--- src/hw/rtl/dfc_pkg.sv ---
package dfc_pkg;

  // Defaults for the top-level parameters
  localparam int MAX_TAPS_DEF     = 64;
  localparam int SAMPLE_WIDTH_DEF = 16;

  // Fixed field widths
  localparam int TAP_IDX_W  = 6;
  localparam int TAPS_CFG_W = 7;
  localparam logic [TAPS_CFG_W-1:0] TAPS_RESET = 7'd64;

  // Accumulator holds [-2^62, 2^62-1]; the running sum needs one more bit
  localparam int ACC_W = 63;
  localparam int SUM_W = 64;

  // Item kinds
  localparam logic KIND_SAMPLE = 1'b0;
  localparam logic KIND_COEF   = 1'b1;

  // Controller states, one-hot
  typedef enum logic [4:0] {
    S_CLEAR = 5'b00001,
    S_IDLE  = 5'b00010,
    S_RUN   = 5'b00100,
    S_DRAIN = 5'b01000,
    S_DONE  = 5'b10000
  } state_t;

  // Controller to datapath
  typedef struct packed {
    logic clr;      // zero one entry of both memories
    logic coef_wr;  // write one coefficient from the input item
    logic start;    // take a sample, clear the accumulator
    logic issue;    // read one tap pair into the MAC pipeline
    logic finish;   // round, saturate and load the output register
  } dfc_cmd_t;

  // Datapath to controller
  typedef struct packed {
    logic clr_last;    // clearing pass at its last entry
    logic taps_zero;   // no active taps configured
    logic last_issue;  // current tap is the last one
    logic drained;     // no read in flight; last product lands this cycle
    logic out_free;    // output register can take a result
  } dfc_sts_t;

endpackage

--- src/hw/rtl/dfc_ifs.sv ---
// Input channel: one item is a sample or a coefficient load
interface dfc_in_if #(
  parameter int SAMPLE_WIDTH = dfc_pkg::SAMPLE_WIDTH_DEF
) ();
  logic                                valid;
  logic                                ready;
  logic                                kind;
  logic signed [SAMPLE_WIDTH-1:0]      sample_value;
  logic        [dfc_pkg::TAP_IDX_W-1:0] tap_index;
  logic signed [SAMPLE_WIDTH-1:0]      coefficient_value;

  modport source (
    output valid, kind, sample_value, tap_index, coefficient_value,
    input  ready
  );
  modport sink (
    input  valid, kind, sample_value, tap_index, coefficient_value,
    output ready
  );
endinterface

// Result channel: one filtered sample per sample item
interface dfc_out_if #(
  parameter int SAMPLE_WIDTH = dfc_pkg::SAMPLE_WIDTH_DEF
) ();
  logic                           valid;
  logic                           ready;
  logic signed [SAMPLE_WIDTH-1:0] filtered_sample;

  modport source (
    output valid, filtered_sample,
    input  ready
  );
  modport sink (
    input  valid, filtered_sample,
    output ready
  );
endinterface

--- src/hw/rtl/direct_fir_convolver.sv ---
// Sample item: N = min(active_taps, MAX_TAPS) >= 1 taps are summed, and no new item is taken
//   until the result is loaded into the output register; the load waits while that is full.
//   With no active taps the MAC is skipped and the result is zero.
//   One shared multiply-accumulate walks the taps, one per cycle, through a pipelined read and multiply.
// Coefficient item: no result; the block stays ready, so the next item follows at once.
// Reset: synchronous, active low; then a clearing pass zeroes both memories entry by entry, input not ready.
module direct_fir_convolver #(
  parameter int MAX_TAPS     = dfc_pkg::MAX_TAPS_DEF,
  parameter int SAMPLE_WIDTH = dfc_pkg::SAMPLE_WIDTH_DEF
) (
  input  logic                                  clk,
  input  logic                                  rst_n,
  dfc_in_if.sink                                in_if,
  dfc_out_if.source                             out_if,
  input  logic                                  cfg_we,
  input  logic [dfc_pkg::TAPS_CFG_W-1:0]        cfg_wdata
);

  dfc_pkg::dfc_cmd_t cmd;
  dfc_pkg::dfc_sts_t sts;

  // Sequencer
  dfc_ctrl u_ctrl (
    .clk      (clk),
    .rst_n    (rst_n),
    .in_valid (in_if.valid),
    .in_kind  (in_if.kind),
    .in_ready (in_if.ready),
    .sts      (sts),
    .cmd      (cmd)
  );

  // Memories, MAC and output register
  dfc_datapath #(
    .MAX_TAPS     (MAX_TAPS),
    .SAMPLE_WIDTH (SAMPLE_WIDTH)
  ) u_datapath (
    .clk               (clk),
    .rst_n             (rst_n),
    .cmd               (cmd),
    .sts               (sts),
    .sample_value      (in_if.sample_value),
    .tap_index         (in_if.tap_index),
    .coefficient_value (in_if.coefficient_value),
    .cfg_we            (cfg_we),
    .cfg_wdata         (cfg_wdata),
    .out_valid         (out_if.valid),
    .out_ready         (out_if.ready),
    .out_data          (out_if.filtered_sample)
  );

endmodule

--- src/hw/rtl/dfc_ctrl.sv ---
module dfc_ctrl (
  input  logic              clk,
  input  logic              rst_n,
  input  logic              in_valid,
  input  logic              in_kind,
  output logic              in_ready,
  input  dfc_pkg::dfc_sts_t sts,
  output dfc_pkg::dfc_cmd_t cmd
);

  dfc_pkg::state_t state_r, state_nxt;

  // State register
  always_ff @(posedge clk) begin
    if (!rst_n) begin
      state_r <= dfc_pkg::S_CLEAR;
    end else begin
      state_r <= state_nxt;
    end
  end

  // Next state and commands
  always_comb begin
    state_nxt = state_r;
    cmd       = '0;
    in_ready  = 1'b0;
    case (state_r)
      dfc_pkg::S_CLEAR: begin
        cmd.clr = 1'b1;
        if (sts.clr_last) begin
          state_nxt = dfc_pkg::S_IDLE;
        end
      end
      dfc_pkg::S_IDLE: begin
        in_ready = 1'b1;
        if (in_valid) begin
          if (in_kind == dfc_pkg::KIND_COEF) begin
            cmd.coef_wr = 1'b1;
          end else begin
            cmd.start = 1'b1;
            state_nxt = sts.taps_zero ? dfc_pkg::S_DONE : dfc_pkg::S_RUN;
          end
        end
      end
      dfc_pkg::S_RUN: begin
        cmd.issue = 1'b1;
        if (sts.last_issue) begin
          state_nxt = dfc_pkg::S_DRAIN;
        end
      end
      dfc_pkg::S_DRAIN: begin
        if (sts.drained) begin
          state_nxt = dfc_pkg::S_DONE;
        end
      end
      dfc_pkg::S_DONE: begin
        // hold the result until the output register is free
        if (sts.out_free) begin
          cmd.finish = 1'b1;
          state_nxt  = dfc_pkg::S_IDLE;
        end
      end
      default: begin
        state_nxt = dfc_pkg::S_CLEAR;
      end
    endcase
  end

endmodule

--- src/hw/rtl/dfc_datapath.sv ---
module dfc_datapath #(
  parameter int MAX_TAPS     = dfc_pkg::MAX_TAPS_DEF,
  parameter int SAMPLE_WIDTH = dfc_pkg::SAMPLE_WIDTH_DEF
) (
  input  logic                                 clk,
  input  logic                                 rst_n,
  input  dfc_pkg::dfc_cmd_t                    cmd,
  output dfc_pkg::dfc_sts_t                    sts,
  input  logic signed [SAMPLE_WIDTH-1:0]       sample_value,
  input  logic        [dfc_pkg::TAP_IDX_W-1:0] tap_index,
  input  logic signed [SAMPLE_WIDTH-1:0]       coefficient_value,
  input  logic                                 cfg_we,
  input  logic        [dfc_pkg::TAPS_CFG_W-1:0] cfg_wdata,
  output logic                                 out_valid,
  input  logic                                 out_ready,
  output logic signed [SAMPLE_WIDTH-1:0]       out_data
);

  localparam int AW     = (MAX_TAPS > 1) ? $clog2(MAX_TAPS) : 1;
  localparam int PROD_W = 2 * SAMPLE_WIDTH;
  localparam int FRAC   = SAMPLE_WIDTH - 1;
  localparam int SUM_W  = dfc_pkg::SUM_W;
  localparam int ACC_W  = dfc_pkg::ACC_W;

  localparam logic [AW-1:0] LAST_ADDR = AW'(MAX_TAPS - 1);

  localparam logic signed [SUM_W-1:0] ACC_HI =
    {{(SUM_W-ACC_W+1){1'b0}}, {(ACC_W-1){1'b1}}};
  localparam logic signed [SUM_W-1:0] ACC_LO =
    {{(SUM_W-ACC_W+1){1'b1}}, {(ACC_W-1){1'b0}}};
  localparam logic signed [SUM_W-1:0] RND    = SUM_W'(1) <<< (FRAC - 1);
  localparam logic signed [SUM_W-1:0] SAT_HI = (SUM_W'(1) <<< FRAC) - SUM_W'(1);
  localparam logic signed [SUM_W-1:0] SAT_LO = -SAT_HI - SUM_W'(1);

  // Memories
  logic signed [SAMPLE_WIDTH-1:0] dly_mem  [MAX_TAPS];
  logic signed [SAMPLE_WIDTH-1:0] coef_mem [MAX_TAPS];

  // Pointers and counters
  logic [AW-1:0] wp_r, rp_r, k_r, taps_m1_r;
  logic [dfc_pkg::TAPS_CFG_W-1:0] taps_r;

  // MAC pipeline
  logic                           rd_v_r, mul_v_r;
  logic signed [SAMPLE_WIDTH-1:0] coef_q_r, smp_q_r;
  logic signed [PROD_W-1:0]       prod_r;
  logic signed [ACC_W-1:0]        acc_r;

  // Output register
  logic                           out_valid_r;
  logic signed [SAMPLE_WIDTH-1:0] out_data_r;

  logic [31:0]             tap_ext;
  logic [31:0]             taps_lim;
  logic                    coef_we;
  logic signed [SUM_W-1:0] sum, sum_clamp, rsum, shifted, sat_val;

  // Coefficient write address and range check
  assign tap_ext = 32'(tap_index);
  assign coef_we = cmd.coef_wr && (tap_ext < 32'(MAX_TAPS));

  // Active taps limited to the store depth
  assign taps_lim = (32'(taps_r) > 32'(MAX_TAPS)) ? 32'(MAX_TAPS) : 32'(taps_r);

  // Status
  assign sts.clr_last   = (k_r == LAST_ADDR);
  assign sts.taps_zero  = (taps_r == '0);
  assign sts.last_issue = (k_r == taps_m1_r);
  assign sts.drained    = !rd_v_r;
  assign sts.out_free   = !out_valid_r || out_ready;

  // Configuration register
  always_ff @(posedge clk) begin
    if (!rst_n) begin
      taps_r <= dfc_pkg::TAPS_RESET;
    end else if (cfg_we) begin
      taps_r <= cfg_wdata;
    end
  end

  // Tap counter and write position
  always_ff @(posedge clk) begin
    if (!rst_n) begin
      k_r  <= '0;
      wp_r <= '0;
    end else begin
      if (cmd.clr || cmd.issue) begin
        k_r <= k_r + AW'(1);
      end else if (cmd.start) begin
        k_r <= '0;
      end
      if (cmd.start) begin
        wp_r <= (wp_r == LAST_ADDR) ? '0 : wp_r + AW'(1);
      end
    end
  end

  always_ff @(posedge clk) begin
    if (cmd.start) begin
      rp_r      <= wp_r;
      taps_m1_r <= AW'(taps_lim - 32'd1);
    end else if (cmd.issue) begin
      rp_r <= (rp_r == '0) ? LAST_ADDR : rp_r - AW'(1);
    end
  end

  // Delay line: clear, write the new sample, read one tap back
  always_ff @(posedge clk) begin
    if (cmd.clr) begin
      dly_mem[k_r] <= '0;
    end else if (cmd.start) begin
      dly_mem[wp_r] <= sample_value;
    end
    if (cmd.issue) begin
      smp_q_r <= dly_mem[rp_r];
    end
  end

  // Coefficient store: clear, load one tap, read tap k
  always_ff @(posedge clk) begin
    if (cmd.clr) begin
      coef_mem[k_r] <= '0;
    end else if (coef_we) begin
      coef_mem[tap_ext[AW-1:0]] <= coefficient_value;
    end
    if (cmd.issue) begin
      coef_q_r <= coef_mem[k_r];
    end
  end

  // Pipeline valid flags
  always_ff @(posedge clk) begin
    if (!rst_n) begin
      rd_v_r  <= 1'b0;
      mul_v_r <= 1'b0;
    end else begin
      rd_v_r  <= cmd.issue;
      mul_v_r <= rd_v_r;
    end
  end

  // Multiply
  always_ff @(posedge clk) begin
    if (rd_v_r) begin
      prod_r <= coef_q_r * smp_q_r;
    end
  end

  // Accumulate with clamping to the accumulator range
  always_comb begin
    sum       = SUM_W'(acc_r) + SUM_W'(prod_r);
    sum_clamp = sum;
    if (sum > ACC_HI) begin
      sum_clamp = ACC_HI;
    end else if (sum < ACC_LO) begin
      sum_clamp = ACC_LO;
    end
  end

  always_ff @(posedge clk) begin
    if (cmd.start) begin
      acc_r <= '0;
    end else if (mul_v_r) begin
      acc_r <= ACC_W'(sum_clamp);
    end
  end

  // Round half up to the sample format, then saturate
  always_comb begin
    rsum    = SUM_W'(acc_r) + RND;
    shifted = rsum >>> FRAC;
    sat_val = shifted;
    if (shifted > SAT_HI) begin
      sat_val = SAT_HI;
    end else if (shifted < SAT_LO) begin
      sat_val = SAT_LO;
    end
  end

  // Output register
  always_ff @(posedge clk) begin
    if (!rst_n) begin
      out_valid_r <= 1'b0;
    end else if (cmd.finish) begin
      out_valid_r <= 1'b1;
    end else if (out_ready) begin
      out_valid_r <= 1'b0;
    end
  end

  always_ff @(posedge clk) begin
    if (cmd.finish) begin
      out_data_r <= sat_val[SAMPLE_WIDTH-1:0];
    end
  end

  assign out_valid = out_valid_r;
  assign out_data  = out_data_r;

endmodule

--- src/flat_wrapper.sv ---
// flat-port wrapper written by rule: the top's interface ports become plain ports
module direct_fir_convolver_flat 
#(
  parameter int MAX_TAPS     = dfc_pkg::MAX_TAPS_DEF,
  parameter int SAMPLE_WIDTH = dfc_pkg::SAMPLE_WIDTH_DEF
)
  (clk, rst_n, cfg_we, cfg_wdata, in_if_valid, in_if_kind, in_if_sample_value, in_if_tap_index, in_if_coefficient_value, in_if_ready, out_if_valid, out_if_filtered_sample, out_if_ready);
  dfc_in_if #(.SAMPLE_WIDTH(SAMPLE_WIDTH)) in_if_i ();
  dfc_out_if #(.SAMPLE_WIDTH(SAMPLE_WIDTH)) out_if_i ();
  input  logic clk;
  input  logic rst_n;
  input  logic cfg_we;
  input  logic [dfc_pkg::TAPS_CFG_W-1:0] cfg_wdata;
  input wire logic [$bits(in_if_i.valid)-1:0] in_if_valid;
  input wire logic [$bits(in_if_i.kind)-1:0] in_if_kind;
  input wire logic [$bits(in_if_i.sample_value)-1:0] in_if_sample_value;
  input wire logic [$bits(in_if_i.tap_index)-1:0] in_if_tap_index;
  input wire logic [$bits(in_if_i.coefficient_value)-1:0] in_if_coefficient_value;
  output wire logic [$bits(in_if_i.ready)-1:0] in_if_ready;
  output wire logic [$bits(out_if_i.valid)-1:0] out_if_valid;
  output wire logic [$bits(out_if_i.filtered_sample)-1:0] out_if_filtered_sample;
  input wire logic [$bits(out_if_i.ready)-1:0] out_if_ready;
  assign in_if_i.valid = in_if_valid;
  assign in_if_i.kind = in_if_kind;
  assign in_if_i.sample_value = in_if_sample_value;
  assign in_if_i.tap_index = in_if_tap_index;
  assign in_if_i.coefficient_value = in_if_coefficient_value;
  assign in_if_ready = in_if_i.ready;
  assign out_if_valid = out_if_i.valid;
  assign out_if_filtered_sample = out_if_i.filtered_sample;
  assign out_if_i.ready = out_if_ready;
  direct_fir_convolver #(.MAX_TAPS(MAX_TAPS), .SAMPLE_WIDTH(SAMPLE_WIDTH)) u_core (.clk(clk), .rst_n(rst_n), .in_if(in_if_i), .out_if(out_if_i), .cfg_we(cfg_we), .cfg_wdata(cfg_wdata));
endmodule
--- config.mk ---
export PLATFORM = sky130hd
export DESIGN_NAME = direct_fir_convolver_flat
export DESIGN_NICKNAME = d
export VERILOG_FILES = /design/src/hw/rtl/dfc_pkg.sv /design/src/hw/rtl/dfc_ifs.sv /design/src/hw/rtl/direct_fir_convolver.sv /design/src/hw/rtl/dfc_ctrl.sv /design/src/hw/rtl/dfc_datapath.sv /design/src/flat_wrapper.sv
export SDC_FILE = /design/constraint.sdc
export NUM_CORES = 2
export LEC_CHECK = 0
export BUFFER_PORTS_ARGS = -buffer_cell sky130_fd_sc_hd__clkbuf_2
export CORE_MARGIN = 5
export CORE_UTILIZATION = 30
export CTS_CLUSTER_SIZE = 28
export DETAILED_ROUTE_END_ITERATION = 10
export PLACE_DENSITY = 0.52
export SLEW_MARGIN = 25
export SYNTH_ARGS = -nofsm -noshare
export SYNTH_HDL_FRONTEND = slang
export SYNTH_SLANG_ARGS = --single-unit
--- constraint.sdc ---
create_clock -name clk -period 7.5 [get_ports clk]
set_input_delay 1.5 -clock clk [delete_from_list [all_inputs] [get_ports clk]]
set_output_delay 1.5 -clock clk [all_outputs]
set_load 0.01 [all_outputs]
# == Word-level counts from Yosys, hierarchy flattened ==
# Memory sizes are Yosys's and may differ from the RTL's. A register that Yosys moved wholly into a read port is not among the register bits.
# Index checks and enable logic that the tools add are counted.
# W data, S select, Z words.
# word_totals
out_inout_bits,18
reg_bits,150
word_cells,96
n_memories,2
ramBits,2048
# mem_list
name,depth,word_bits,rd,rd_clocked_by_memory_dff,wr,line,text
u_core.u_datapath.coef_mem,64,16,1,1,1,dfc_datapath.sv:37,logic signed [SAMPLE_WIDTH-1:0] coef_mem [MAX_TAPS];
u_core.u_datapath.dly_mem,64,16,1,1,1,dfc_datapath.sv:36,logic signed [SAMPLE_WIDTH-1:0] dly_mem [MAX_TAPS];
# classes
magnitude_cmp,6
n_reduce_logical,12
eq_ne,14
addsub,6
muxes,43
n_mul,1
# op_table
cell,count
$mux W63,2
$add A63 B16 Y64 const B,1
$add A63 B32 Y64,1
$gt A64 B63 Y1 const B,1
$lt A64 B63 Y1 const B,1
$mux W6,9
$gt A49 B16 Y1 const B,1
$lt A49 B16 Y1 const B,1
$mux W16,3
$mux W5,7
$mul A16 B16 Y32,1
$reduce_or A16 Y1,2
$pmux W5 S5,1
$mux W1,19
$add A6 B1 Y6 const B,2
$eq A6 B6 Y1 const B,2
$sub A6 B1 Y6 const B,2
$gt A7 B7 Y1 const B,1
$logic_not A7 Y1,1
$lt A6 B7 Y1 const B,1
$eq A6 B6 Y1,1
$logic_not A6 Y1,1
$ne A2 B1 Y1 const B,3
$ne A2 B2 Y1 const B,3
11 further kinds,15

# == Longest topological paths before layout ==
# depth
depth_word,9
ltp_mapped,25
ltp_nobuf,24

# == By module ==
# A second synthesis with hierarchy kept.
# unflattened
cells_unflattened,5731
area_unflattened_um2,101302.2
# by_module_without_submodules
module,area_each_um2,cells_per_inst,seq_area_each_um2,n_inst
dfc_datapath,100853.0,5678,65963.3,1
dfc_ctrl,449.2,53,100.1,1

# == Least setup slack after synthesis ==
# Ideal clock, no wire load.
# synth_timing
path_type,reg-to-reg
start,reg u_core.u_datapath.coef_q_r[15] (read register of u_core.u_datapath.coef_mem)
end,"reg u_core.u_datapath.prod_r[31], data pin"
slack_ps,967
setup_time_ps,260
path_stages_with_launch,25
arrival_time_ps,6273
n_path_buf,1
synth_period_minus_slack_ps,6533
t_required_ps,7240
path_cell_list,edfxtp_1 -> clkbuf_1 -> nand2_1 -> inv_1 -> fa_1 -> inv_1 -> fa_1 -> inv_1 -> fa_1 -> fa_1 -> fa_1 -> inv_1 -> fa_1 -> inv_1 -> ha_1 -> and2_1 -> a221o_1 -> a21o_1 -> a21o_1 -> a31oi_1 -> a2bb2oi_1 -> o311a_1 -> o21bai_1 -> a21oi_1 -> xnor2_1
# synth_between
elab_chain_len,1
# synth_rtl
item,line,text
start: declaration,dfc_datapath.sv:45,"logic signed [SAMPLE_WIDTH-1:0] coef_q_r, smp_q_r;"
$mul A16 B16 Y32,dfc_datapath.sv:145,prod_r <= coef_q_r * smp_q_r;
end signal: assignment,dfc_datapath.sv:145,
end: declaration,dfc_datapath.sv:46,logic signed [PROD_W-1:0] prod_r;
# Every way passes these cells.
# A chain may end at the register's enable or synchronous reset.

# == Worst setup path after layout ==
# layout_timing
start,reg u_core.u_datapath.smp_q_r[1] (read register of u_core.u_datapath.dly_mem)
end,"reg u_core.u_datapath.prod_r[31], data pin"
# layout_between
elab_chain_len,1
# layout_rtl
item,line
start: declaration,dfc_datapath.sv:45
$mul A16 B16 Y32,dfc_datapath.sv:145
# Every way passes these cells.

==> summary.md <==
| Metric | Value |
|---|---|
| Fmax | 141 MHz |
| CTS Buf Count | 232 |
| Cell area after synthesis | 101,000 um2 |
| Vias in the first global route | 56,100 |
| Pre-CTS setup slack | 0.421 ns |
| Routed WL per cell | 24.2 um |
| Pleak | 40.8 nW |
| First-pass GRT wire length | 391 mm |
| Worst skew pair latency | 0.88 ns |
| Power density over the cells | 230 nW/um2 |
| Fin util | 34.3% |
| Filler cell count | 32,100 |
| Most Crowded Layer GR | met2 |
| Synth cell types | 79 |
| MaxCap Viol Count | 0 |
| Peak fanout along the critical path | 16 |
| Cts hold-fix bufs | 0 |
| Setup-failing EPs final | 0 |
| Total Routed Length | 267 mm |
| Std cell rows | 213 |
| Routability cong. | 0.825 |
| Worst Max-Slew Pin Slew | 1.08 ns |
| RSZ-0062 raised after global routing | no |
| Instance area at placement | 108,000 um2 |
| Clk network pwr share | 42.6% |
| Crit path required time | 8.10 ns |
| Min-Delay Path Class | reg -> reg |
| Largest net degree at the start of global routing | 101 |
| RR Startpoint | u_core.u_datapath.smp_q_r[1]$_DFFE_PP_ |
| Comb power frac | 5.9% |
| Kind of end point of the critical path | register |
| Worst setup SP type | register |
| Initial core utilization | 30.1% |
| Hold Crit Depth | 2 |
| WP data arrival | 7.67 ns |
| DRT antenna net count | 0 |
| Final period util | 94.3% |
| H-tree depth | 4 |
| Seq pwr share | 51.5% |
| Multi-input gate area in the final layout | 32,800 um2 |
| Largest cells by area after synthesis | edfxtp_1, mux4_2, fa_1 |
| Min cycle time layout | 7.07 ns |
| Final Hold Fails | 0 |
| Fin Setup TNS | 0 ns |
| Core Area | 336,000 um2 |
| Post-detail-place hpwl | 166 mm |
| Congestion Overflow GR | 0 |
| Input/output buffers | 68 |
| Initial antenna violation count | 22 |
| EDFF count, synth | 2,140 |
| Min-Delay Startpoint | u_core.u_datapath.acc_r[10]$_SDFFE_PP0P_ |
| Clock sinks | 2,230 |
| Sequential share of the synthesized area | 65.2% |
| Synth Instances | 6,102 |
| Reg-to-reg critical path endpoint | u_core.u_datapath.prod_r[31]$_DFFE_PP_ |
| Switching power | 5.85 mW |
| Final worst slack | 0.427 ns |
| Number of remaining DRC errors | 0 |
| Io pins | 69 |
| Met3 Use GR | 2.33% |
| Final Max Slew Viols | 0 |
| Flop-to-flop setup slack | 0.43 ns |
| Status | completed |
| Pre-antenna DRT Iters | 7 |
| Synth warn | 0 |
| Most frequent cells in the layout | edfxtp_1, mux4_2, inv_1 |
| Max-slew headroom | 27.1% |
| Asr flop ratio synth | 0% |
| Area leader, netlist | edfxtp_1 |
| Area growth, synth to finish | 13.9% |
| DIE AREA | 349,000 um2 |
| Maximum VDD drop | 0.201 mV |
| CP Class | reg -> reg |
| Vias per cell | 4.98 |
| Post-synth top flop | edfxtp_1 |
| CTS tree | done |
| #FFs+latches synth | 2,230 |
| Via Count | 54,900 |
| Ratio of cells with drive above 1 in the final layout | 19.3% |
| Syn Nets | 6,567 |
| CTS root buffer | clkbuf_16 |
| GR Util met2 | 24.3% |
| Internal power | 20.7 mW |
| Final Skew | 0.0616 ns |
| Die H | 591 um |
| # Post-CTS Setup Buffers | 0 |
| FF/Latch Area | 66,100 um2 |
| GR Util All Layers | 14.9% |
| Die width | 591 um |
| Initial DRC count | 4,738 |
| Yosys top cell area share | 63.5% |
| Fin area | 115,000 um2 |
| Hold Crit Endpoint | u_core.u_datapath.acc_r[10]$_SDFFE_PP0P_ |
| Switching part of the total | 22.0% |
| M1 GR Usage | 21.1% |
| PostCTS Resize Cnt | 0 |
| Mapped Avg Cell Area | 16.6 um2 |
| Reg clk slew, reported paths | 0.07 ns |
| Total Nets Final | 6,770 |
| R2r worst-path depth | 23 |
| Leading cell type in the layout, fill and taps excluded | edfxtp_1 |
| Clk buf depth | 4 |
## layer usage
layer / part of all wire (%) / vias to the layer above
met4: 2.2 / 4
met1: 44 / 29200
met2: 48 / 1440
met5: 0.011 / -
li1: - / 24000
met3: 5.6 / 302
## power by group through the flow
stage                     Sequential [mW]  Combinational, mW  Clock [mW]
final                                13.7               1.56        11.3
after global routing                 13.7               1.66        12.1
after global placement               13.9               1.58           0
after CTS                            13.7               1.59        11.6
after floorplan                      13.9              0.998           0
after detailed placement             14.0               1.59           0
## per-stage QoR
stage,hold WS (ns),power [mW],cells
6_report,0.542,26.6,11000
5_1_grt,0.561,27.5,11000
4_1_cts,0.546,26.9,11000
3_5_place_dp,0.529,15.5,10600
3_3_place_gp,0.515,15.5,10600
2_1_floorplan,0.484,14.9,6102
## worst max path at each step
stage	start	to	slack, ns
after global routing	u_core.u_datapath.smp_q_r[1]$_DFFE_PP_	u_core.u_datapath.prod_r[31]$_DFFE_PP_	0.06
after detailed placement	u_core.u_datapath.smp_q_r[1]$_DFFE_PP_	u_core.u_datapath.prod_r[31]$_DFFE_PP_	0.42
after CTS	u_core.u_datapath.smp_q_r[1]$_DFFE_PP_	u_core.u_datapath.prod_r[31]$_DFFE_PP_	0.41
final	u_core.u_datapath.smp_q_r[1]$_DFFE_PP_	u_core.u_datapath.prod_r[31]$_DFFE_PP_	0.43
after global placement	u_core.u_datapath.smp_q_r[1]$_DFFE_PP_	u_core.u_datapath.prod_r[31]$_DFFE_PP_	0.47
after floorplan	u_core.u_datapath.coef_q_r[15]$_DFFE_PP_	u_core.u_datapath.prod_r[31]$_DFFE_PP_	0.97
## critical path: stages (launching register included)
cell and delay, ns:
edfxtp_1 0.61, nand2_1 0.22, inv_1 0.10, fa_1 0.64, inv_1 0.17, fa_1 0.57
inv_1 0.05, fa_1 0.52, fa_1 0.44, fa_1 0.55, inv_1 0.06, fa_1 0.53
inv_1 0.04, ha_1 0.36, and2_1 0.23, a221o_1 0.34, a21o_1 0.18, a21o_1 0.16
a31oi_1 0.22, a2bb2oi_1 0.25, o311a_1 0.22, o21bai_1 0.08, a21oi_1 0.17, xnor2_1 0.10
## cell type report
type                    instances  share of cell area (%)
flip-flops and latches       2230                    57.3
multi-input cells            3214                    28.4
clock buffers                 283                    5.23
well taps                    4515                    4.90
repair buffers                284                    1.82
clock inverters               147                    1.19
inverters                     343                    1.12
diodes                         14                  0.0304
## cell families after synthesis
logic type / synth area share [%]
AOI/OAI and AO/OA: 4.79
adders and majority gates: 7.68
xor gates and xnor gates: 1.22
buffers and inverters: 2.56
muxes: 13.4
and+or+nand+nor: 5.08
DFF: 65.2
## Yosys cell counts, types with 38 or more instances
cell type	number
maj3_1	50
nand2b_1	45
o21ai_0	204
mux2i_1	227
mux4_2	491
clkbuf_1	222
a21o_1	38
nor2_1	354
o221ai_1	84
o22ai_1	44
and2_1	173
a21oi_1	235
xor2_1	58
edfxtp_1	2140
nor3_1	49
buf_1	49
ha_1	151
xnor2_1	80
nand2_1	255
nand3_1	65
dfxtp_1	90
fa_1	263
inv_1	342
## flip-flops by register name (all words and copies together), names as in the netlist, 7 cells and up
| signal | flops |
|---|---|
| u_core.u_datapath.dly_mem | 1024 |
| u_core.u_datapath.acc_r | 63 |
| u_core.u_datapath.out_data | 16 |
| u_core.u_datapath.taps_r | 7 |
| u_core.u_datapath.prod_r | 32 |
| u_core.u_datapath.coef_mem | 1024 |
| u_core.u_datapath.smp_q_r | 16 |
| u_core.u_datapath.coef_q_r | 16 |
(Power assumes the default switching activity.)
